**config.mk**
```make
export PLATFORM = sky130hd
export DESIGN_NAME = persistent_peak_hold_unit
export DESIGN_NICKNAME = d
export VERILOG_FILES = /design/src/pph_pkg.sv /design/src/pph_window_ram.sv /design/src/persistent_peak_hold_unit.sv
export SDC_FILE = /design/constraint.sdc
export NUM_CORES = 1
export LEC_CHECK = 0
export BUFFER_PORTS_ARGS = -buffer_cell sky130_fd_sc_hd__buf_4
export CORE_MARGIN = 8
export CORE_UTILIZATION = 25
export DETAILED_ROUTE_END_ITERATION = 10
export GPL_ROUTABILITY_DRIVEN = 0
export PLACE_DENSITY = 0.41
export SYNTH_ARGS = -nofsm -noshare
export SYNTH_HDL_FRONTEND = slang
export SYNTH_SLANG_ARGS = --single-unit
```
**constraint.sdc**
```tcl
create_clock -name aclk -period 7.6 [get_ports aclk]
set_input_delay 0.76 -clock aclk [delete_from_list [all_inputs] [get_ports aclk]]
set_output_delay 0.76 -clock aclk [all_outputs]
set_load 0.02 [all_outputs]
```
**src/pph_pkg.sv**
```systemverilog
// ----------------------------------------------------------------------------
// pph_pkg
// Shared defaults and fixed widths of the persistent peak hold unit.
// ----------------------------------------------------------------------------
package pph_pkg;

    // Default window depth and sample width
    localparam int DEF_MAX_WINDOW  = 16;
    localparam int DEF_SAMPLE_BITS = 16;

    // Width of the persistence length write data
    localparam int LEN_CFG_W = 5;

    // Item commands
    localparam logic CMD_PUSH  = 1'b0;
    localparam logic CMD_CLEAR = 1'b1;

endpackage

```
**src/pph_window_ram.sv**
```systemverilog
// ----------------------------------------------------------------------------
// pph_window_ram
// Sample window store: one write port, one read port, registered read data.
// ----------------------------------------------------------------------------
module pph_window_ram #(
    parameter int MAX_WINDOW  = pph_pkg::DEF_MAX_WINDOW,
    parameter int SAMPLE_BITS = pph_pkg::DEF_SAMPLE_BITS,
    parameter int ADDR_W      = (MAX_WINDOW > 1) ? $clog2(MAX_WINDOW) : 1
) (
    input  logic                          aclk,
    input  logic                          wr_en,
    input  logic [ADDR_W-1:0]             wr_addr,
    input  logic signed [SAMPLE_BITS-1:0] wr_data,
    input  logic [ADDR_W-1:0]             rd_addr,
    output logic signed [SAMPLE_BITS-1:0] rd_data
);

    logic signed [SAMPLE_BITS-1:0] mem [MAX_WINDOW];
    logic signed [SAMPLE_BITS-1:0] rd_data_reg;

    always_ff @(posedge aclk) begin
        if (wr_en) begin
            mem[wr_addr] <= wr_data;
        end
        rd_data_reg <= mem[rd_addr];
    end

    assign rd_data = rd_data_reg;

endmodule

```
**src/persistent_peak_hold_unit.sv**
```systemverilog
// ----------------------------------------------------------------------------
// persistent_peak_hold_unit
// Persistent min/max hold over a configurable ring window of signed samples.
// ----------------------------------------------------------------------------
// Each push transaction writes its sample into a ring window of persist_len
// entries (0 acts as 1, values above MAX_WINDOW act as MAX_WINDOW). Until
// the window is full the held values do not move. Once full, every push scans
// the window: the first full window seeds min_held with the window's largest
// value and max_held with its smallest; later the max only rises to the
// window's smallest value and the min only falls to its largest, so a new
// extreme must persist across the whole window. A clear transaction zeroes
// the fill state, the flag and both extremes. Every transaction returns one
// result with the current extremes and has_data. Writing persist_len restarts
// the window fill but keeps the held values; write it only while idle.
// Sequence: a push on a full window runs a scan that reads one window
// entry per cycle through the single RAM read port into one min/max compare
// unit, then waits out the registered read data, takes an update step and a
// result step, and returns to the idle state that accepts the next
// transaction. A clear or a push before the window is full goes from the
// idle state straight to the result state and back. Input is accepted only
// in the idle state; a finished result waits in the output register, so the
// next transaction can be accepted before the previous result is taken. The
// result state holds while that register is still full.
// ----------------------------------------------------------------------------
module persistent_peak_hold_unit #(
    parameter int MAX_WINDOW  = pph_pkg::DEF_MAX_WINDOW,
    parameter int SAMPLE_BITS = pph_pkg::DEF_SAMPLE_BITS
) (
    input  logic                            aclk,
    input  logic                            aresetn,
    // configuration
    input  logic                            cfg_wr_en,
    input  logic [pph_pkg::LEN_CFG_W-1:0]   cfg_wr_data,
    // input channel
    input  logic                            s_valid,
    output logic                            s_ready,
    input  logic                            s_cmd,
    input  logic signed [SAMPLE_BITS-1:0]   s_sample,
    // result channel
    output logic                            m_valid,
    input  logic                            m_ready,
    output logic signed [SAMPLE_BITS-1:0]   m_min_held,
    output logic signed [SAMPLE_BITS-1:0]   m_max_held,
    output logic                            m_has_data
);

    localparam int ADDR_W = (MAX_WINDOW > 1) ? $clog2(MAX_WINDOW) : 1;
    localparam int LEN_W  = $clog2(MAX_WINDOW + 1);
    localparam int CMP_W  = (LEN_W > pph_pkg::LEN_CFG_W) ? LEN_W : pph_pkg::LEN_CFG_W;

    // sequencer states
    localparam logic [1:0] ST_IDLE   = 2'd0;
    localparam logic [1:0] ST_SCAN   = 2'd1;
    localparam logic [1:0] ST_UPDATE = 2'd2;
    localparam logic [1:0] ST_OUT    = 2'd3;

    logic [1:0]                    state_reg, state_next;
    logic [LEN_W-1:0]              len_reg, len_next;
    logic [ADDR_W-1:0]             wp_reg, wp_next;
    logic [LEN_W-1:0]              fill_reg, fill_next;
    logic                          seeded_reg, seeded_next;
    logic signed [SAMPLE_BITS-1:0] min_reg, min_next;
    logic signed [SAMPLE_BITS-1:0] max_reg, max_next;
    // scan unit
    logic [LEN_W-1:0]              idx_reg, idx_next;
    logic                          pend_reg, pend_next;
    logic                          first_reg, first_next;
    logic signed [SAMPLE_BITS-1:0] lo_reg, lo_next;
    logic signed [SAMPLE_BITS-1:0] hi_reg, hi_next;
    // output register
    logic                          m_valid_reg, m_valid_next;
    logic signed [SAMPLE_BITS-1:0] m_min_reg, m_min_next;
    logic signed [SAMPLE_BITS-1:0] m_max_reg, m_max_next;
    logic                          m_flag_reg, m_flag_next;

    logic                          in_xact;
    logic                          ram_wr_en;
    logic [ADDR_W-1:0]             wp_eff;
    logic [LEN_W-1:0]              wp_inc;
    logic [LEN_W-1:0]              fill_inc;
    logic                          issue;
    logic signed [SAMPLE_BITS-1:0] rd_data;
    logic [CMP_W-1:0]              cfg_ext;

    assign s_ready = (state_reg == ST_IDLE);
    assign in_xact = s_valid && s_ready;
    assign ram_wr_en = in_xact && (s_cmd == pph_pkg::CMD_PUSH);

    // ring pointer: wrap on the effective length
    assign wp_eff   = (LEN_W'(wp_reg) >= len_reg) ? '0 : wp_reg;
    assign wp_inc   = LEN_W'(wp_eff) + LEN_W'(1);
    assign fill_inc = (fill_reg < len_reg) ? fill_reg + LEN_W'(1) : fill_reg;
    assign issue    = (idx_reg < len_reg);
    assign cfg_ext  = CMP_W'(cfg_wr_data);

    pph_window_ram #(
        .MAX_WINDOW  (MAX_WINDOW),
        .SAMPLE_BITS (SAMPLE_BITS),
        .ADDR_W      (ADDR_W)
    ) u_ram (
        .aclk    (aclk),
        .wr_en   (ram_wr_en),
        .wr_addr (wp_eff),
        .wr_data (s_sample),
        .rd_addr (idx_reg[ADDR_W-1:0]),
        .rd_data (rd_data)
    );

    always_comb begin
        state_next   = state_reg;
        len_next     = len_reg;
        wp_next      = wp_reg;
        fill_next    = fill_reg;
        seeded_next  = seeded_reg;
        min_next     = min_reg;
        max_next     = max_reg;
        idx_next     = idx_reg;
        pend_next    = pend_reg;
        first_next   = first_reg;
        lo_next      = lo_reg;
        hi_next      = hi_reg;
        m_valid_next = m_valid_reg;
        m_min_next   = m_min_reg;
        m_max_next   = m_max_reg;
        m_flag_next  = m_flag_reg;

        // result taken downstream
        if (m_valid_reg && m_ready) begin
            m_valid_next = 1'b0;
        end

        // length write: clamp to 1..MAX_WINDOW and restart the fill
        if (cfg_wr_en) begin
            if (cfg_ext == '0) begin
                len_next = LEN_W'(1);
            end else if (cfg_ext > CMP_W'(MAX_WINDOW)) begin
                len_next = LEN_W'(MAX_WINDOW);
            end else begin
                len_next = LEN_W'(cfg_ext);
            end
            wp_next   = '0;
            fill_next = '0;
        end

        case (state_reg)
            ST_IDLE: begin
                if (in_xact) begin
                    if (s_cmd == pph_pkg::CMD_CLEAR) begin
                        wp_next     = '0;
                        fill_next   = '0;
                        seeded_next = 1'b0;
                        min_next    = '0;
                        max_next    = '0;
                        state_next  = ST_OUT;
                    end else begin
                        wp_next   = (wp_inc == len_reg) ? '0 : wp_inc[ADDR_W-1:0];
                        fill_next = fill_inc;
                        if (fill_inc == len_reg) begin
                            idx_next   = '0;
                            pend_next  = 1'b0;
                            first_next = 1'b1;
                            state_next = ST_SCAN;
                        end else begin
                            state_next = ST_OUT;
                        end
                    end
                end
            end
            ST_SCAN: begin
                // fold the entry read last cycle
                if (pend_reg) begin
                    if (first_reg) begin
                        lo_next = rd_data;
                        hi_next = rd_data;
                    end else begin
                        if (rd_data < lo_reg) begin
                            lo_next = rd_data;
                        end
                        if (rd_data > hi_reg) begin
                            hi_next = rd_data;
                        end
                    end
                    first_next = 1'b0;
                end
                pend_next = issue;
                if (issue) begin
                    idx_next = idx_reg + LEN_W'(1);
                end else begin
                    state_next = ST_UPDATE;
                end
            end
            ST_UPDATE: begin
                if (!seeded_reg) begin
                    min_next    = hi_reg;
                    max_next    = lo_reg;
                    seeded_next = 1'b1;
                end else begin
                    if (lo_reg > max_reg) begin
                        max_next = lo_reg;
                    end
                    if (hi_reg < min_reg) begin
                        min_next = hi_reg;
                    end
                end
                state_next = ST_OUT;
            end
            ST_OUT: begin
                if (!m_valid_reg || m_ready) begin
                    m_valid_next = 1'b1;
                    m_min_next   = min_reg;
                    m_max_next   = max_reg;
                    m_flag_next  = seeded_reg;
                    state_next   = ST_IDLE;
                end
            end
            default: begin
                state_next = ST_IDLE;
            end
        endcase
    end

    always_ff @(posedge aclk) begin
        if (!aresetn) begin
            state_reg   <= ST_IDLE;
            len_reg     <= LEN_W'(1);
            wp_reg      <= '0;
            fill_reg    <= '0;
            seeded_reg  <= 1'b0;
            min_reg     <= '0;
            max_reg     <= '0;
            idx_reg     <= '0;
            pend_reg    <= 1'b0;
            first_reg   <= 1'b0;
            m_valid_reg <= 1'b0;
        end else begin
            state_reg   <= state_next;
            len_reg     <= len_next;
            wp_reg      <= wp_next;
            fill_reg    <= fill_next;
            seeded_reg  <= seeded_next;
            min_reg     <= min_next;
            max_reg     <= max_next;
            idx_reg     <= idx_next;
            pend_reg    <= pend_next;
            first_reg   <= first_next;
            m_valid_reg <= m_valid_next;
        end
    end

    // datapath registers, no reset
    always_ff @(posedge aclk) begin
        lo_reg    <= lo_next;
        hi_reg    <= hi_next;
        m_min_reg <= m_min_next;
        m_max_reg <= m_max_next;
        m_flag_reg <= m_flag_next;
    end

    assign m_valid    = m_valid_reg;
    assign m_min_held = m_min_reg;
    assign m_max_held = m_max_reg;
    assign m_has_data = m_flag_reg;

    // fill count never passes the window length
    assert property (@(posedge aclk) disable iff (!aresetn)
        fill_reg <= len_reg)
        else $error("fill count exceeds window length");

    // seeded flag drops only on a clear transaction or after reset
    assert property (@(posedge aclk) disable iff (!aresetn)
        $fell(seeded_reg) |-> ($past(in_xact && (s_cmd == pph_pkg::CMD_CLEAR))
                               || !$past(aresetn)))
        else $error("seeded flag dropped without clear");

    // a new result appears only out of the result state
    assert property (@(posedge aclk) disable iff (!aresetn)
        $rose(m_valid_reg) |-> $past(state_reg == ST_OUT))
        else $error("result raised outside result state");

    // scan index never runs past the window
    assert property (@(posedge aclk) disable iff (!aresetn)
        (state_reg == ST_SCAN) |-> (idx_reg <= len_reg))
        else $error("scan index past window");

endmodule

```
; Word level (Yosys, flattened, before mapping)
; Memories as Yosys holds them, arrays and structs flattened. A register that Yosys moved wholly into a read port is not among the register bits.
; Cells that the tools add are included.
[totals]
regBits = 122
ram_bits = 256
input_bits = 27
out_inout_bits = 35
elab_cells = 118
mem_count = 1
[memory_table]
columns = memory, depth, width, rd, rd_clocked_by_memory_dff, wr, line
row1 = u_ram.mem, 16, 16, 1, 1, 1, pph_window_ram.sv:18  ; logic signed [SAMPLE_BITS-1:0] mem [MAX_WINDOW];
[op_classes]
add_sub_neg = 3
n_lt_le_gt_ge = 8
eq_ne = 15
muxes = 53
bitwise_logic = 1
n_reduce_logical = 21
[ops]
columns = operator, n
row1 = 16-bit two-way mux, 10
row2 = 16-bit case mux with 2 select lines, 2
row3 = 5-bit two-way mux, 11
row4 = 16-bit greater-than comparator, 2
row5 = 16-bit < comparator, 2
row6 = 4-bit two-way mux, 6
row7 = 1-bit two-way mux, 14
row8 = 3-bit AND reduction, 4
row9 = 4-bit AND reduction, 3
row10 = "5-bit by 1-bit adder with 5-bit output, second input constant", 2
row11 = 5-bit equality test, 2
row12 = 5-bit < comparator, 2
row13 = 2-bit two-way mux, 5
row14 = "2-bit != test, second input constant", 5
row15 = 5-bit case mux with 2 select lines, 1
row16 = 5-bit AND reduction, 2
row17 = 2-bit case mux with 4 select lines, 1
row18 = 2-bit nonzero test, 4
row19 = "2-bit by 1-bit != test with 1-bit output, second input constant", 3
row20 = "3-bit != test, second input constant", 2
row21 = 1-bit case mux with 2 select lines, 3
row22 = "4-bit by 1-bit adder with 5-bit output, second input constant", 1
row23 = 4-bit by 5-bit greater-or-equal comparator with 1-bit output, 1
row24 = "5-bit greater-than comparator, second input constant", 1
row25 = other kinds (9), 12

; Longest topological paths before layout
; Gate-level depths: netlist (run 1).
[depth]
depth_word = 8
depth_mapped = 15
depth_no_buf = 15

; Hierarchy
; Synthesis (run 1) repeated with hierarchy kept, for this count alone.
[hier_totals]
cells_unflattened = 1012
area_unflattened_um2 = 16380.7
[by_module_without_submodules]
columns = module, n_inst, cells_each, area_per_inst_um2, seq_area_each_um2
row1 = pph_window_ram, 1, 432, 10042.1, 8007.7
row2 = persistent_peak_hold_unit, 1, 580, 6338.6, 3093.0

; Worst setup path after synthesis (run 1)
; Ideal clock, no wire load.
[synth_timing]
path_kind = register -> register
start = reg lo_reg[9]
end = reg lo_reg[0] (enable)
setup_time_ns = 0.399
arrival_ns = 2.586
required_ns = 7.201
setup_slack_ns = 4.616
stages_incl_launch_ff = 11
n_path_buf = 0
synth_period_minus_slack_ns = 2.984
cell_sequence = edfxtp_1 inv_1 ha_1 a21o_1 a21o_1 a21o_1 a21oi_1 nor2_1 a211oi_1 nand3_1 a31oi_1
[synth_via]
elab_chain_len = 3
[synth_rtl]
columns = element, line
row1 = "start, declared", persistent_peak_hold_unit.sv:68  ; logic signed [SAMPLE_BITS-1:0] lo_reg, lo_next;
row2 = "start signal, assigned", persistent_peak_hold_unit.sv:252  ; lo_reg <= lo_next;
row3 = 16-bit < comparator, persistent_peak_hold_unit.sv:176  ; if (rd_data < lo_reg) begin
row4 = 2-bit nonzero test (no line), n/a
row5 = 3-bit AND reduction (no line), n/a
; No other way between the ends.
; A chain may end at the register's enable or synchronous reset.

; Final worst setup path (run 1)
[layout_timing]
start = reg len_reg[0]
end = mem u_ram.mem[7][13] (netlist bit) (enable)
[layout_via]
elab_chain_len = 2
[layout_rtl]
columns = element, line
row1 = "start, declared", persistent_peak_hold_unit.sv:58  ; logic [LEN_W-1:0] len_reg, len_next;
row2 = "start signal, assigned", persistent_peak_hold_unit.sv:237  ; len_reg <= len_next;
row3 = 4-bit by 5-bit greater-or-equal comparator with 1-bit output, persistent_peak_hold_unit.sv:90  ; assign wp_eff = (LEN_W'(wp_reg) >= len_reg) ? '0 : wp_reg;
row4 = 4-bit two-way mux, persistent_peak_hold_unit.sv:90
row5 = "end, declared", pph_window_ram.sv:18
; No other way between the ends.

==> results.md, run 1 <==
- Status: finished clean
- Max-slew violations: 0
- Largest cells by area after synthesis: edfxtp_1 (59%), mux4_2 (11%), dfxtp_1 (8.9%), ha_1 (6.4%), inv_1 (1.8%)
- Placeable Area: 65500 sq um
- CTS max path bufs: 3
- FF+latch area: 11100 sq um
- VDD IR-drop max: 0.146 mV
- Most common cell in the netlist: edfxtp_1
- # port buffers: 61
- Setup CP Type: reg -> reg
- # hold bufs at CTS: 0
- Vias in the first global route: 9099
- Clock transition at path regs: 0.06 ns
- Pin slew with the least headroom to its limit: 1.15 ns
- Fin area: 19400 sq um
- Initial antenna violation count: 3
- Worst setup SP type: register
- Largest register FFs: 256
- DP Area: 18000 sq um
- Die area: 74300 sq um
- CP arrival: 3.36 ns
- Total setup buffers inserted after CTS: 0
- Post-synthesis async set-or-reset flop share: 0%
- Worst stage delay on the critical path: 0.78 ns
- Yosys reg bits: 394
- Seq/Total Area, Yosys: 67.5%
- Cells after DPL: 1896
- GRT Resource Usage Total: 10.5%
- HPWL Detailed: 26.3 mm
- Hold slack: 0.464 ns
- Cts repair resizes: 0
- DRC: 0
- Fin crit share: 41.6%
- Post-Syn Area: 16500 sq um
- Synthesis Warnings: 0
- Power per cell area: 285 nW/um^2
- Via density per instance: 4.38
- Fmax: 0.316 GHz
- Net Count, Synth: 1104
- Die span in y: 273 um
- Reg2Reg Setup Slack: 4.44 ns
- Worst skew pair latency: 0.58 ns
- Largest net degree at the start of global routing: 45
- Yosys top cell area share: 58.6%
- Leak: 6.55 nW
- Final setup viols: 0
- Wirelength per Cell: 19.7 um
- CP top delay family: simple AND/OR/NAND/NOR gates
- CP max stage cell: and2_1
- Initial DRC Count: 585
- # rows: 94
- Post-synth top cells: edfxtp_1 (321), ha_1 (84), mux4_2 (80)
- Final hold violation count: 0
- Area Overhead vs Synth: 17.9%
- CP bufs+invs: 1
- Die width: 273 um
- Slew HR: 23.5%
- Post-route setup TNS: 0 ns
- Tmin final: 3.16 ns
- Unrepaired setup endpoints after global routing: no
- Syn_area_per_cell: 16.6 sq um
- Setup Skew: 0.0209 ns
- Total grt overflow: 0
- Largest fanout on the critical path: 16
- Required time of the worst setup path: 7.80 ns
- Total number of vias: 8679
- Critical path capture point type: register
- Detailed Routing Iterations Pass 1: 5
- Routed Antenna Nets: 0
- Inserted Clock Buffers: 46
- CTS Root Cell: clkbuf_16
- Total power: 5.53 mW
- Gate Count Post-Synth: 993
- Depth of the CTS H-tree: 2
- Max-cap violation count: 0
- Reg with most FFs: u_ram.mem
- CP cell instances: ha_1, nand2b_1, a21o_1, a211o_1, nand2_1, nand2_1, inv_2, ha_1, and2_1
- Post-Layout Cell Count: 1982
- CTS Sinks: 394
- Boundary Pins: 62
- Share of layout cells above drive strength 1: 21.2%
- Clock tree from TritonCTS: built
- Area of the multi-input gates: 4960 sq um
- Hold Path Class: reg -> reg
- NumNets Final: 1191
- Initial core utilization: 25.1%
- First-pass GRT wire length: 59.3 mm
- Fillers: 6476
- Detailed Route WL: 39.1 mm
- Largest area contributor in the synthesized netlist: edfxtp_1
- Number of synthesized flops with an enable pin: 321
- Synth cell types: 62
- Dominant synthesized flop cell: edfxtp_1
==> cell families after synthesis <==
logic type	after synthesis	share of synthesized area, %
mux	81	11.0
fa+ha+maj	84	6.39
simple gates	159	4.97
xor+xnor	12	0.722
compound gates	154	6.93
flops	394	67.5
buf+inv	109	2.52
==> worst paths after layout <==
| kind | startpoint | end | cells after the start |
|---|---|---|---|
| max | len_reg[0] | u_ram.mem[7][13] | 9 |
| min | max_reg[6] | m_max_held[6] | 0 |
| max reg2reg | len_reg[0] | u_ram.mem[7][13] | 9 |
| min reg2reg | max_reg[6] | m_max_held[6] | 0 |
==> placed cells by master (no fill, tap or decap), drive strengths merged, types with 5 or more instances in the layout <==
cell type  synthesis  routed
nand4             13      13
buf                7      68
xor2               6       6
dfxtp             73      73
nor2              28      28
mux4              80      80
o31ai              5       5
o21ai             21      21
nand3             11      11
clkbuf            22      58
o21a               5       5
ha                84      84
nor3              12      12
nand2b             6       6
or3                5       5
a21o              19      19
a21oi             29      29
a211oi             7       7
edfxtp           321     321
inv               80      80
a22o              32      32
and2              23      23
o22ai              6       6
nand2             41      41
clkinv             0      23
nor2b              6       6
xnor2              5       5
==> metal layers <==
| layer | global-route usage (%) | vias up | part of all wire [%] | routed length, um |
|---|---|---|---|---|
| met5 | 0 | - | 0 | 0 |
| met4 | 3.27 | 0 | 2.1 | 838 |
| met3 | 2.13 | 54 | 4.4 | 1720 |
| li1 | - | 4074 | - | - |
| met1 | 14.2 | 4394 | 47 | 18200 |
| met2 | 17.0 | 157 | 47 | 18400 |
==> worst register-to-register path: stages, from the launching register on <==
cell and delay, ns:
dfxtp_1 0.43, ha_1 0.26, nand2b_1 0.14, a21o_1 0.18, a211o_1 0.34, nand2_1 0.11, nand2_1 0.11, inv_2 0.12
ha_1 0.29, and2_1 0.78
==> cell type report <==
type | count | area share [%]
sequential | 394 | 57.2
multi-input combinational | 490 | 25.6
clock buffer | 58 | 6.33
tap | 864 | 5.57
timing repair buffer | 68 | 2.63
inverter | 80 | 1.55
clock inverter | 27 | 1.10
antenna | 1 | 0.0129
==> through the flow <==
step / setup WS (ns) / util [%]
after global placement: 4.40 / 27.4
final: 4.44 / 29.6
after CTS: 4.38 / 29.6
after detailed placement: 4.34 / 27.4
after global routing: 4.19 / 29.6
after floorplan: 4.62 / -
==> where the power goes <==
group	internal [mW]	switching [mW]	leakage [nW]	total, mW
registers	2.47	0.123	3.50	2.59
clock network	1.22	0.888	0.709	2.10
logic	0.376	0.456	2.34	0.832
Note: power is estimated with default switching activity, not from simulation.
==> run 2: changes to the inputs <==
--- a/config.mk
+++ b/config.mk
@@ -10,7 +10,7 @@
 export CORE_UTILIZATION = 25
 export DETAILED_ROUTE_END_ITERATION = 10
 export GPL_ROUTABILITY_DRIVEN = 0
-export PLACE_DENSITY = 0.41
+export PLACE_DENSITY = 0.42
 export SYNTH_ARGS = -nofsm -noshare
 export SYNTH_HDL_FRONTEND = slang
 export SYNTH_SLANG_ARGS = --single-unit
==> constraint.sdc (replaced) <==
create_clock -name aclk -period 2.9 [get_ports aclk]
set_input_delay 0.29 -clock aclk [delete_from_list [all_inputs] [get_ports aclk]]
set_output_delay 0.29 -clock aclk [all_outputs]
set_load 0.02 [all_outputs]
==> run 2 against run 1 <==
Effect of this change: largest cell class unchanged; via count up 2.3%; critical path depth rose by 1; sequential cell count did not move; register-to-register slack lost 4.2 ns; sequential power rose to 2.6 times the previous value; global-route usage increased by 0.052 points; routed wire length up 0.30%; non-clock buffer count increased by 61; cell count increased by 2.9%; fmax rose by 18%.
==> results.md, run 2 (synthesis gave the netlist of run 1 again) <==
- Critical path capture point type: register (unchanged)
- CTS max path bufs: 3 (unchanged)
- Clk pwr share: 37.6% (was 38.1%)
- Reg with most FFs: u_ram.mem (unchanged)
- Wirelength per Cell: 19.2 um (was 19.7 um)
- Routed Antenna Nets: 0 (unchanged)
- NumNets Final: 1251 (was 1191)
- Placeable Area: 65500 sq um (unchanged)
- Fin crit share: 92.8% (was 41.6%)
- Clock transition at path regs: 0.06 ns (about the same)
- Worst setup SP type: register (unchanged)
- Required time of the worst setup path: 3.38 ns (was 7.80 ns)
- Largest register FFs: 256 (unchanged)
- Most frequent cells in the layout: edfxtp_1 (321), buf_4 (98), ha_1 (83) (was edfxtp_1 (321), ha_1 (84), mux4_2 (80))
- Final setup viols: 0 (unchanged)
- Post-route setup TNS: 0 ns (unchanged)
- # rows: 94 (unchanged)
- Final hold violation count: 0 (unchanged)
- Leak: 6.91 nW (was 6.55 nW)
- Tmin final: 2.69 ns (was 3.16 ns)
- Switching Share: 25.9% (was 26.5%)
- Cells after DPL: 1943 (was 1896)
- Setup WS post-layout: 0.208 ns (was 4.44 ns)
- Commonest non-fill, non-tap cell in the layout: edfxtp_1 (unchanged)
- Fin area: 20200 sq um (was 19400 sq um)
- # port buffers: 61 (unchanged)
- Die area: 74300 sq um (unchanged)
- Detailed Routing Iterations Pass 1: 4 (was 5)
- DP Area: 18600 sq um (was 18000 sq um)
- Register share of total power: 46.3% (was 46.9%)
- Dpl ws: 0.0238 ns (was 4.34 ns)
- Initial core utilization: 25.1% (unchanged)
- Largest net degree at the start of global routing: 68 (was 45)
- Power per cell area: 722 nW/um^2 (was 285 nW/um^2)
- Slew HR: 45.1% (was 23.5%)
- DRC: 0 (unchanged)
- Inserted Clock Buffers: 45 (was 46)
- Total grt overflow: 0 (unchanged)
- Initial antenna violation count: 3 (unchanged)
- CP arrival: 3.17 ns (was 3.36 ns)
- Worst skew pair latency: 0.56 ns (was 0.58 ns)
- Net switching power: 3.78 mW (was 1.47 mW)
- Largest fanout on the critical path: 5 (was 16)
- Clock tree from TritonCTS: built (unchanged)
- Hold Path Class: in -> reg (was reg -> reg)
- Total power: 14.6 mW (was 5.53 mW)
- Logic gate share of total power: 16.1% (was 15.1%)
- Internal power: 10.8 mW (was 4.06 mW)
- CTS Sinks: 394 (unchanged)
- Status: finished clean (unchanged)
- Total number of vias: 8876 (was 8679)
- Boundary Pins: 62 (unchanged)
- VDD IR-drop max: 0.411 mV (was 0.146 mV)
- Detailed Route WL: 39.2 mm (was 39.1 mm)
- GRT Resource Usage Total: 10.6% (was 10.5%)
- Vias in the first global route: 9333 (was 9099)
- Die span in y: 273 um (unchanged)
- Die width: 273 um (unchanged)
- Via density per instance: 4.35 (was 4.38)
- Initial DRC Count: 560 (was 585)
- Post-Layout Cell Count: 2039 (was 1982)
- Depth of the CTS H-tree: 2 (unchanged)
- Setup CP Type: reg -> reg (unchanged)
- First-pass GRT wire length: 59.9 mm (was 59.3 mm)
- Max-cap violation count: 0 (unchanged)
- CTS Root Cell: clkbuf_16 (unchanged)
- HPWL Detailed: 25.0 mm (was 26.3 mm)
- Fillers: 6424 (was 6476)
- Share of layout cells above drive strength 1: 25.5% (was 21.2%)
- Fmax: 0.372 GHz (was 0.316 GHz)
- Max-slew violations: 0 (unchanged)
- Setup Skew: 0.0195 ns (was 0.0209 ns)
- Area Overhead vs Synth: 22.6% (was 17.9%)
- Pin slew with the least headroom to its limit: 0.823 ns (was 1.15 ns)
[run 2: cell count changes in the layout (fill, tap and decap cells not counted), moves of 3 or more]
cell | previous run | this run
buf_12 | 0 | 21
buf_4 | 68 | 98
clkbuf_1 | 10 | 6
dfxtp_1 | 71 | 68
dlygate4sd3_1 | 0 | 10
[run 2: per-layer routing]
metal | wire length, um | part of all wire, % | global-route usage, %
met5 | 0 | 0 | 0
met4 | 753 | 1.9 | 2.91
met3 | 1600 | 4.1 | 1.97
met2 | 18900 | 48 | 17.7
met1 | 18000 | 46 | 14.0
[run 2: layout make-up]
class | instances | area (sq um) | share of cell area [%]
Inverter | 80 | 300 | 1.49
Timing Repair Buffer | 129 | 1260 | 6.22
Antenna cell | 1 | 2.50 | 0.0124
Tap cell | 864 | 1080 | 5.36
Clock buffer | 56 | 1240 | 6.14
Multi-Input combinational cell | 490 | 5010 | 24.8
Clock inverter | 25 | 181 | 0.899
Sequential cell | 394 | 11100 | 55.1
[run 2: repair_timing]
| action | CTS | global route |
|---|---|---|
| setup endpoints to repair | 1 | 133 |
| resized for setup | 1 | 14 |
| buffers inserted | 0 | 4 |
| hold buffers | 10 | 0 |
| pin swaps | 0 | 6 |
| endpoints found under the hold margin | 117 | 0 |
[run 2: path summary, 6_finish.rpt]
kind               startpoint         endpoint  slack (ns)  depth (start not counted)
setup / recovery   len_reg[3]        first_reg        0.21                         10
hold / removal    s_sample[1]  u_ram.mem[7][1]        0.04                          1
hold reg to reg    max_reg[7]    m_max_held[7]        0.46                          0
setup reg to reg   len_reg[3]        first_reg        0.21                         10
[run 2: power by group through the flow]
| stage | clock network [mW] | logic (mW) | registers, mW |
|---|---|---|---|
| 2_1_floorplan | 0 | 1.53 | 6.79 |
| 4_1_cts | 5.68 | 2.38 | 6.76 |
| 3_3_place_gp | 0 | 2.35 | 6.88 |
| 3_5_place_dp | 0 | 2.36 | 6.88 |
| 5_1_grt | 5.89 | 2.63 | 6.79 |
| 6_report | 5.49 | 2.34 | 6.74 |
[run 2: metrics by stage]
step / utilization [%] / hold WS (ns)
2_1_floorplan: - / 0.389
3_3_place_gp: 28.4 / 0.446
3_5_place_dp: 28.4 / 0.448
4_1_cts: 30.7 / 0.00144
5_1_grt: 30.8 / 0.0329
6_report: 30.8 / 0.0432
[run 2: critical path, cell delays in order, from the launching register on]
cell      delay (ns)
dfxtp_4         0.37
inv_1           0.06
ha_1            0.32
a211oi_2        0.25
o21ai_2         0.10
and2_4          0.16
or3_4           0.34
a221oi_4        0.47
nor3_2          0.10
or3_1           0.31
a31oi_1         0.14
